--- config.mk ---
export PLATFORM = sky130hd
export DESIGN_NAME = glyph_pixel_alpha_blit
export DESIGN_NICKNAME = d
export VERILOG_FILES = /design/src/sv/gpab_pkg.sv /design/src/sv/gpab_place.sv /design/src/sv/gpab_blend.sv /design/src/sv/glyph_pixel_alpha_blit.sv
export SDC_FILE = /design/constraint.sdc
export NUM_CORES = 2
export LEC_CHECK = 0
export ABC_CLOCK_PERIOD_IN_PS = 12600
export BUFFER_PORTS_ARGS = -buffer_cell sky130_fd_sc_hd__buf_2
export CORE_MARGIN = 2
export CORE_UTILIZATION = 30
export DETAILED_ROUTE_END_ITERATION = 16
export SYNTH_ARGS = -nofsm -noshare
export SYNTH_HDL_FRONTEND = slang
export SYNTH_SLANG_ARGS = --single-unit
--- constraint.sdc ---
create_clock -name clk -period 12.6 [get_ports clk]
set_input_delay 1.26 -clock clk [delete_from_list [all_inputs] [get_ports clk]]
set_output_delay 1.26 -clock clk [all_outputs]
set_load 0.005 [all_outputs]
--- src/sv/gpab_pkg.sv ---
// shared types and constants for the glyph pixel alpha blit
// no dependencies; used by every module of the block

package gpab_pkg;

  // glyph bitmap side limit, positions at or past it are dropped
  localparam int GLYPH_MAX_SIZE = 64;

  // field and register widths
  localparam int COORD_W   = 16;
  localparam int GLYPH_W   = 6;
  localparam int PIXEL_W   = 24;
  localparam int ADDR_W    = 24;
  localparam int CHAN_W    = 8;
  localparam int NUM_CHAN  = 3;
  localparam int SIDE_REG_W = 13;
  localparam int CFG_IDX_W = 3;
  localparam int CFG_DATA_W = 24;

  // alpha value that means fully opaque
  localparam logic [CHAN_W-1:0] ALPHA_OPAQUE = 8'hFF;

  // configuration register indexes
  typedef enum logic [CFG_IDX_W-1:0] {
    REG_TEXT_RGB     = 3'd0,
    REG_TEXT_ALPHA   = 3'd1,
    REG_ITALIC_MODE  = 3'd2,
    REG_FRAME_WIDTH  = 3'd3,
    REG_FRAME_HEIGHT = 3'd4
  } cfg_reg_t;

  // stage advance strobes from the pipeline control
  typedef struct packed {
    logic load1;
    logic load2;
    logic load3;
  } pipe_adv_t;

endpackage

--- src/sv/gpab_place.sv ---
// position, clipping and linear address path, three register stages
// depends on gpab_pkg

module gpab_place #(
  parameter int FRAME_MAX_SIDE = 4096,
  parameter int SIDE_W = 13
) (
  input  logic                               clk,
  input  gpab_pkg::pipe_adv_t                adv,
  input  logic                               italic_mode,
  input  logic [gpab_pkg::SIDE_REG_W-1:0]    frame_width,
  input  logic [gpab_pkg::SIDE_REG_W-1:0]    frame_height,
  input  logic                               glyph_bit,
  input  logic [gpab_pkg::GLYPH_W-1:0]       glyph_col,
  input  logic [gpab_pkg::GLYPH_W-1:0]       glyph_row,
  input  logic signed [gpab_pkg::COORD_W-1:0] origin_x,
  input  logic signed [gpab_pkg::COORD_W-1:0] origin_y,
  input  logic                               bold_pass,
  output logic                               we3,
  output logic [gpab_pkg::ADDR_W-1:0]        addr3
);

  localparam int POS_W = gpab_pkg::COORD_W + 2;
  localparam int PROD_W = 2 * SIDE_W;
  localparam int SUM_W = (PROD_W + 1 > gpab_pkg::ADDR_W) ? PROD_W + 1 : gpab_pkg::ADDR_W;

  logic [SIDE_W-1:0]       side_w;
  logic [SIDE_W-1:0]       side_h;
  logic signed [POS_W-1:0] pos_x;
  logic signed [POS_W-1:0] pos_y;
  logic [POS_W-2:0]        shear;
  logic                    glyph_ok;
  logic                    x_ok;
  logic                    y_ok;

  logic                    we1;
  logic [SIDE_W-1:0]       px1;
  logic [SIDE_W-1:0]       py1;
  logic                    we2;
  logic [SIDE_W-1:0]       px2;
  logic [PROD_W-1:0]       prod2;
  logic [SUM_W-1:0]        sum3;

  // clamp frame sides to the supported maximum
  always_comb begin
    if (32'(frame_width) > FRAME_MAX_SIDE) begin
      side_w = SIDE_W'(FRAME_MAX_SIDE);
    end else begin
      side_w = SIDE_W'(frame_width);
    end
    if (32'(frame_height) > FRAME_MAX_SIDE) begin
      side_h = SIDE_W'(FRAME_MAX_SIDE);
    end else begin
      side_h = SIDE_W'(frame_height);
    end
  end

  // target position with italic shear and bold offset
  always_comb begin
    shear = italic_mode ? (POS_W-1)'(glyph_row[gpab_pkg::GLYPH_W-1:2]) : '0;
    pos_x = POS_W'(origin_x) + $signed({1'b0, (POS_W-1)'(glyph_col)})
          + $signed({1'b0, shear}) + $signed({1'b0, (POS_W-1)'(bold_pass)});
    pos_y = POS_W'(origin_y) + $signed({1'b0, (POS_W-1)'(glyph_row)});
    glyph_ok = (32'(glyph_col) < gpab_pkg::GLYPH_MAX_SIZE)
            && (32'(glyph_row) < gpab_pkg::GLYPH_MAX_SIZE);
    x_ok = !pos_x[POS_W-1] && (pos_x[POS_W-2:0] < (POS_W-1)'(side_w));
    y_ok = !pos_y[POS_W-1] && (pos_y[POS_W-2:0] < (POS_W-1)'(side_h));
  end

  // stage 1: clip decision and in-frame coordinates
  always_ff @(posedge clk) begin
    if (adv.load1) begin
      we1 <= glyph_bit && glyph_ok && x_ok && y_ok;
      px1 <= pos_x[SIDE_W-1:0];
      py1 <= pos_y[SIDE_W-1:0];
    end
  end

  // stage 2: row times stride
  always_ff @(posedge clk) begin
    if (adv.load2) begin
      we2   <= we1;
      px2   <= px1;
      prod2 <= py1 * side_w;
    end
  end

  // stage 3: add column
  always_ff @(posedge clk) begin
    if (adv.load3) begin
      we3  <= we2;
      sum3 <= SUM_W'(prod2) + SUM_W'(px2);
    end
  end

  assign addr3 = sum3[gpab_pkg::ADDR_W-1:0];

endmodule

--- src/sv/gpab_blend.sv ---
// per channel alpha blend, three register stages matching the address path
// depends on gpab_pkg

module gpab_blend (
  input  logic                            clk,
  input  gpab_pkg::pipe_adv_t             adv,
  input  logic [gpab_pkg::PIXEL_W-1:0]    text_rgb,
  input  logic [gpab_pkg::CHAN_W-1:0]     text_alpha,
  input  logic [gpab_pkg::PIXEL_W-1:0]    background_pixel,
  output logic [gpab_pkg::PIXEL_W-1:0]    value3
);

  localparam int CW = gpab_pkg::CHAN_W;
  localparam int NC = gpab_pkg::NUM_CHAN;
  localparam int MIX_W = 2 * CW;

  logic [CW-1:0]    inv_alpha;
  logic [MIX_W-1:0] mix1 [NC];
  logic [CW-1:0]    quot2 [NC];
  logic [MIX_W:0]   div_tmp [NC];

  assign inv_alpha = gpab_pkg::ALPHA_OPAQUE - text_alpha;

  // stage 1: c*a + bg*(255-a) per channel
  always_ff @(posedge clk) begin
    if (adv.load1) begin
      for (int i = 0; i < NC; i++) begin
        mix1[i] <= MIX_W'(text_rgb[i*CW +: CW]) * MIX_W'(text_alpha)
                 + MIX_W'(background_pixel[i*CW +: CW]) * MIX_W'(inv_alpha);
      end
    end
  end

  // divide by 255: (x + (x >> 8) + 1) >> 8 is exact below 65535
  always_comb begin
    for (int i = 0; i < NC; i++) begin
      div_tmp[i] = (MIX_W+1)'(mix1[i]) + (MIX_W+1)'(mix1[i][MIX_W-1:CW])
                 + (MIX_W+1)'(1);
    end
  end

  // stage 2: quotient per channel
  always_ff @(posedge clk) begin
    if (adv.load2) begin
      for (int i = 0; i < NC; i++) begin
        quot2[i] <= div_tmp[i][MIX_W-1:CW];
      end
    end
  end

  // stage 3: opaque text bypasses the blend
  always_ff @(posedge clk) begin
    if (adv.load3) begin
      if (text_alpha == gpab_pkg::ALPHA_OPAQUE) begin
        value3 <= text_rgb;
      end else begin
        value3 <= {quot2[2], quot2[1], quot2[0]};
      end
    end
  end

endmodule

--- src/sv/glyph_pixel_alpha_blit.sv ---
// top level of the glyph pixel alpha blit: config registers and pipeline control
// depends on gpab_pkg, gpab_place and gpab_blend

// Takes one glyph pixel word per clock while in_stall is low and returns one
// result word per input through the three register stages: clip and channel
// products, the row-by-stride multiply and divide by 255, then the column add
// and opaque bypass. A stall on the output back-pressures the input only as far
// as the pipeline has no bubbles. A word with no ink or a target outside the
// frame comes out with write_enable low and zero address and value. The user
// must write configuration only while the pipeline is empty; the block itself
// does not enforce it.

module glyph_pixel_alpha_blit #(
  parameter int FRAME_MAX_SIDE = 4096
) (
  input  logic                                clk,
  input  logic                                rst,
  // configuration write port
  input  logic                                cfg_write,
  input  logic [gpab_pkg::CFG_IDX_W-1:0]      cfg_index,
  input  logic [gpab_pkg::CFG_DATA_W-1:0]     cfg_data,
  // input channel
  input  logic                                in_valid,
  output logic                                in_stall,
  input  logic                                glyph_bit,
  input  logic [gpab_pkg::GLYPH_W-1:0]        glyph_col,
  input  logic [gpab_pkg::GLYPH_W-1:0]        glyph_row,
  input  logic signed [gpab_pkg::COORD_W-1:0] origin_x,
  input  logic signed [gpab_pkg::COORD_W-1:0] origin_y,
  input  logic                                bold_pass,
  input  logic [gpab_pkg::PIXEL_W-1:0]        background_pixel,
  // output channel
  output logic                                out_valid,
  input  logic                                out_stall,
  output logic                                write_enable,
  output logic [gpab_pkg::ADDR_W-1:0]         pixel_address,
  output logic [gpab_pkg::PIXEL_W-1:0]        pixel_value
);

  localparam int SIDE_W = $clog2(FRAME_MAX_SIDE + 1);

  logic [gpab_pkg::PIXEL_W-1:0]    text_rgb;
  logic [gpab_pkg::CHAN_W-1:0]     text_alpha;
  logic                            italic_mode;
  logic [gpab_pkg::SIDE_REG_W-1:0] frame_width;
  logic [gpab_pkg::SIDE_REG_W-1:0] frame_height;

  logic                            v1;
  logic                            v2;
  logic                            v3;
  gpab_pkg::pipe_adv_t             adv;
  logic                            we3;
  logic [gpab_pkg::ADDR_W-1:0]     addr3;
  logic [gpab_pkg::PIXEL_W-1:0]    value3;

  // configuration registers
  always_ff @(posedge clk) begin
    if (rst) begin
      text_rgb     <= '0;
      text_alpha   <= gpab_pkg::ALPHA_OPAQUE;
      italic_mode  <= 1'b0;
      frame_width  <= gpab_pkg::SIDE_REG_W'(640);
      frame_height <= gpab_pkg::SIDE_REG_W'(480);
    end else if (cfg_write) begin
      case (cfg_index)
        gpab_pkg::REG_TEXT_RGB: begin
          text_rgb <= cfg_data[gpab_pkg::PIXEL_W-1:0];
        end
        gpab_pkg::REG_TEXT_ALPHA: begin
          text_alpha <= cfg_data[gpab_pkg::CHAN_W-1:0];
        end
        gpab_pkg::REG_ITALIC_MODE: begin
          italic_mode <= cfg_data[0];
        end
        gpab_pkg::REG_FRAME_WIDTH: begin
          frame_width <= cfg_data[gpab_pkg::SIDE_REG_W-1:0];
        end
        gpab_pkg::REG_FRAME_HEIGHT: begin
          frame_height <= cfg_data[gpab_pkg::SIDE_REG_W-1:0];
        end
        default: begin
        end
      endcase
    end
  end

  // stage advance: a stage moves when empty or when the next one moves
  always_comb begin
    adv.load3 = !v3 || !out_stall;
    adv.load2 = !v2 || adv.load3;
    adv.load1 = !v1 || adv.load2;
  end

  assign in_stall = !adv.load1;

  // valid bits travel with the word
  always_ff @(posedge clk) begin
    if (rst) begin
      v1 <= 1'b0;
      v2 <= 1'b0;
      v3 <= 1'b0;
    end else begin
      if (adv.load1) begin
        v1 <= in_valid;
      end
      if (adv.load2) begin
        v2 <= v1;
      end
      if (adv.load3) begin
        v3 <= v2;
      end
    end
  end

  gpab_place #(
    .FRAME_MAX_SIDE (FRAME_MAX_SIDE),
    .SIDE_W         (SIDE_W)
  ) u_place (
    .clk          (clk),
    .adv          (adv),
    .italic_mode  (italic_mode),
    .frame_width  (frame_width),
    .frame_height (frame_height),
    .glyph_bit    (glyph_bit),
    .glyph_col    (glyph_col),
    .glyph_row    (glyph_row),
    .origin_x     (origin_x),
    .origin_y     (origin_y),
    .bold_pass    (bold_pass),
    .we3          (we3),
    .addr3        (addr3)
  );

  gpab_blend u_blend (
    .clk              (clk),
    .adv              (adv),
    .text_rgb         (text_rgb),
    .text_alpha       (text_alpha),
    .background_pixel (background_pixel),
    .value3           (value3)
  );

  // dropped words carry zero address and value
  assign out_valid     = v3;
  assign write_enable  = we3;
  assign pixel_address = we3 ? addr3 : '0;
  assign pixel_value   = we3 ? value3 : '0;

endmodule
==> metrics.txt <==
Worst R2R End=u_place.prod2[23]$_DFFE_PP_; H-tree depth=1; Min-Delay Path Class=flip-flop to flip-flop; GP Congestion=around 0.84; post-detail-place hpwl=57700 um; WP data required=12.97 ns; Setup violations, final=0; WHS=0.415 ns; antenna violations before repair=30; CP Cell Sequence=nor2b_1 -> and2_1 -> fa_1 -> inv_1 -> fa_1 -> inv_1 -> fa_1 -> inv_1 -> fa_1 -> fa_1 -> inv_1 -> ha_1 -> and3_1 -> a221o_1 -> or4_4 -> a31oi_4 -> o21ai_2 -> a311o_1 -> a21oi_2 -> xor2_1; Seq/Total Area, Yosys=0.226; synthesized instance count=3103; top post-synthesis cells by count=inv_1 (584), fa_1 (413), nand2_1 (337); Clock Pin Slew Worst Setup and Hold Paths=about 0.07 ns; crit path max-delay cell type=dfxtp_1; first-pass GRT wire length=between 100000 and 150000 um; Pleak=0.0161 uW; pin count of the biggest net entering global routing=71; post-synth top area share=0.274; Synth Area per Inst=9.73 um^2; Critical Path End Type=flip-flop; worst-margin pin slew=between 1 and 1.5 ns; Initial DRC Count=about 1.0k; Worst Setup Slack, final=slightly below 6 ns; CTS Buffer Depth=3; slowest cell delay on critical path=just under 0.9 ns; post-synth top area cell=fa_1; f_max=150 MHz; synthesis-to-finish area growth=10.6%; cell mode on critical path=fa_1; top-level I/O count=153; Sw Ratio=0.340; final hold violations=0; Post-synth EDFFs=roughly 190; Slew headroom=0.204; crit path max fanout=26; Wirelength per Cell=roughly 17 um; CTS Root Cell=clkbuf_16; status=completed; share of layout cells above drive strength 1=0.0854; Tmin final=roughly 6.7 ns; overall routing resource usage=0.150; Comb pwr share=0.330; core area=between 0.1 and 0.15 mm^2; Sequential Power Share=0.377; worst-case reg-to-reg path depth=20; Setup CP Type=flip-flop to flip-flop; Post-synth top flop=edfxtp_1; Post-Route WL=~75000 um; PwrDens=95.1 mW/mm^2; dominant cells by area after synthesis=fa_1 (27%), edfxtp_1 (18%), ha_1 (13%), inv_1 (7.3%), and2_1 (5.0%); most numerous cell in the Yosys netlist=inv_1; input/output buffers=approximately 150; DR vias/cell=4.60; number of fill cells=~10k; internal power=2100 uW; Hold Buf Count CTS=0; Hold Startpoint=u_place.px1[0]$_DFFE_PN_; grt total ovfl=0; DR vias=between 20k and 25k; Max Cap Viol=0; die height=between 300 and 400 um; Placed Cells=4461; Worst Path Arrival=7.04 ns; Post-Route Setup TNS=0 ns; Non-Filler Instances=~4.5k; fin crit share=0.529; dpl ws=5.90 ns; number of global-route vias before repair=between 20k and 25k; Std-Cell Rows=116; CP startpoint kind=flip-flop; clock latency at the later pin of the worst-skew pair=about 0.62 ns; R2R Path Start=frame_width[12]$_SDFFE_PP0P_; Clock Power Share=0.292; Residual DRC=0; Peak VDD IR=between 0.09 and 0.1 mV; unrepaired setup endpoints after global routing=no; Final Max Tran Viols=0; flop2flop setup slack=between 5 and 6 ns; hold path endpoint=u_place.px2[0]$_DFFE_PP_; Sink Count=about 250; post-synthesis cell area=0.0302 mm^2; Yosys warnings=0; synthesized flop and latch total=248; DRT antenna net count=0; Num CTS Buffers=31; WHS Path Cells=0; Psw=between 1000 and 1500 uW; Post-CTS Setup Inserts=0; Net count, final=slightly above 4k; Die Wd=about 320 um; Async SR Flop Fraction=0; Initial Util=0.302; post-CTS sizing=0; Clock Skews=around 0.033 ns; library cells used by synthesis=63; die area=0.103 mm^2; first drt pass iteration count=5; CTS tree=built
-- cells in the final DEF, fill, tap and decap left out, types with 6 or more instances in the layout --
master	n
inv_1	583
fa_1	413
nand2_1	335
ha_1	321
and2_1	240
edfxtp_1	186
nor2b_1	163
buf_2	152
a21oi_1	110
xnor2_1	97
nand2b_1	66
nor2_1	59
dfxtp_1	54
xor2_1	50
o21ai_0	31
clkbuf_16	31
mux2_2	28
a21o_1	24
buf_4	24
nand3_1	23
o21a_1	21
nor3_1	20
nand4_1	16
and3_1	15
nand3b_1	10
a211oi_1	9
a211o_1	9
dfxtp_2	8
diode_2	7
o211ai_1	7
or3_1	7
o21bai_1	7
a31oi_1	6
clkbuf_1	6
-- final cells by class --
| type | count | area [um^2] | area share |
|---|---|---|---|
| antenna | 7 | 17.5 | 0.000524 |
| inverter | 584 | 2190 | 0.0656 |
| timing repair buffer | 176 | 941 | 0.0282 |
| tap | 1298 | 1620 | 0.0486 |
| sequential | 248 | 6840 | 0.205 |
| clock inverter | 18 | 218 | 0.00652 |
| clock buffer | 39 | 826 | 0.0247 |
| multi-input combinational | 2155 | 20800 | 0.621 |
-- per-layer routing --
metal	vias up	wire [um]	GRT usage
li1	9888	-	-
met1	10400	34000	0.198
met2	384	33700	0.245
met3	146	4470	0.0321
met4	32	2580	0.0491
met5	-	211	0
-- metrics by stage --
| step | util | total power, uW | instance area (um^2) |
|---|---|---|---|
| 6_report | 0.334 | 3180 | 33400 |
| 5_1_grt | 0.334 | 3410 | 33400 |
| 4_1_cts | 0.334 | 3220 | 33400 |
| 3_5_place_dp | 0.323 | 2270 | 32300 |
| 3_3_place_gp | 0.323 | 2250 | 32300 |
| 2_1_floorplan | - | 1960 | 30200 |
-- sequential cells by signal, indices dropped and copies added, names as in the netlist, 13 cells and up --
name / flops
u_place.sum3: 24
text_rgb: 24
u_place.px2: 13
u_place.prod2: 24
u_blend.value3: 24
u_place.py1: 13
u_blend.mix1: 48
frame_height: 13
u_place.px1: 13
frame_width: 13
u_blend.quot2: 24
-- worst max path at each step --
| stage | from | endpoint | slack [ns] |
|---|---|---|---|
| 3_3_place_gp | frame_width[12]$_SDFFE_PP0P_ | u_place.prod2[23]$_DFFE_PP_ | 6.00 |
| 3_5_place_dp | frame_width[12]$_SDFFE_PP0P_ | u_place.prod2[23]$_DFFE_PP_ | 5.90 |
| 5_1_grt | frame_width[12]$_SDFFE_PP0P_ | u_place.prod2[20]$_DFFE_PP_ | 5.52 |
| 4_1_cts | frame_width[12]$_SDFFE_PP0P_ | u_place.prod2[23]$_DFFE_PP_ | 5.93 |
| 2_1_floorplan | background_pixel[7] | u_blend.mix1[0][15]$_DFFE_PN_ | 6.59 |
| 6_report | frame_width[12]$_SDFFE_PP0P_ | u_place.prod2[23]$_DFFE_PP_ | 5.93 |
-- logic make-up after synthesis --
logic type	synth area share
AOI/OAI and AO/OA	0.0563
xor gates and xnor gates	0.0426
adders and majority gates	0.407
buffers and inverters	0.0873
DFF	0.226
muxes	0.0111
other	0.000124
and+or+nand+nor	0.170
-- worst max-delay path, delay by kind of cell (launching register included) --
kind	cells	cell delay, ns
buffers and inverters	4	0.20
xor gates and xnor gates	1	0.07
AOI/OAI and AO/OA	5	1.14
and+or+nand+nor	4	1.35
adders and majority gates	6	2.80
DFF	1	0.87
-- power groups by stage --
stage                     registers, uW  clock network, uW  logic [uW]
after CTS                          1200                957        1060
after floorplan                    1150                  0         808
final                              1200                928        1050
after global routing               1220                983        1220
after global placement             1210                  0        1030
after detailed placement           1210                  0        1050
(Power assumes the default switching activity.)
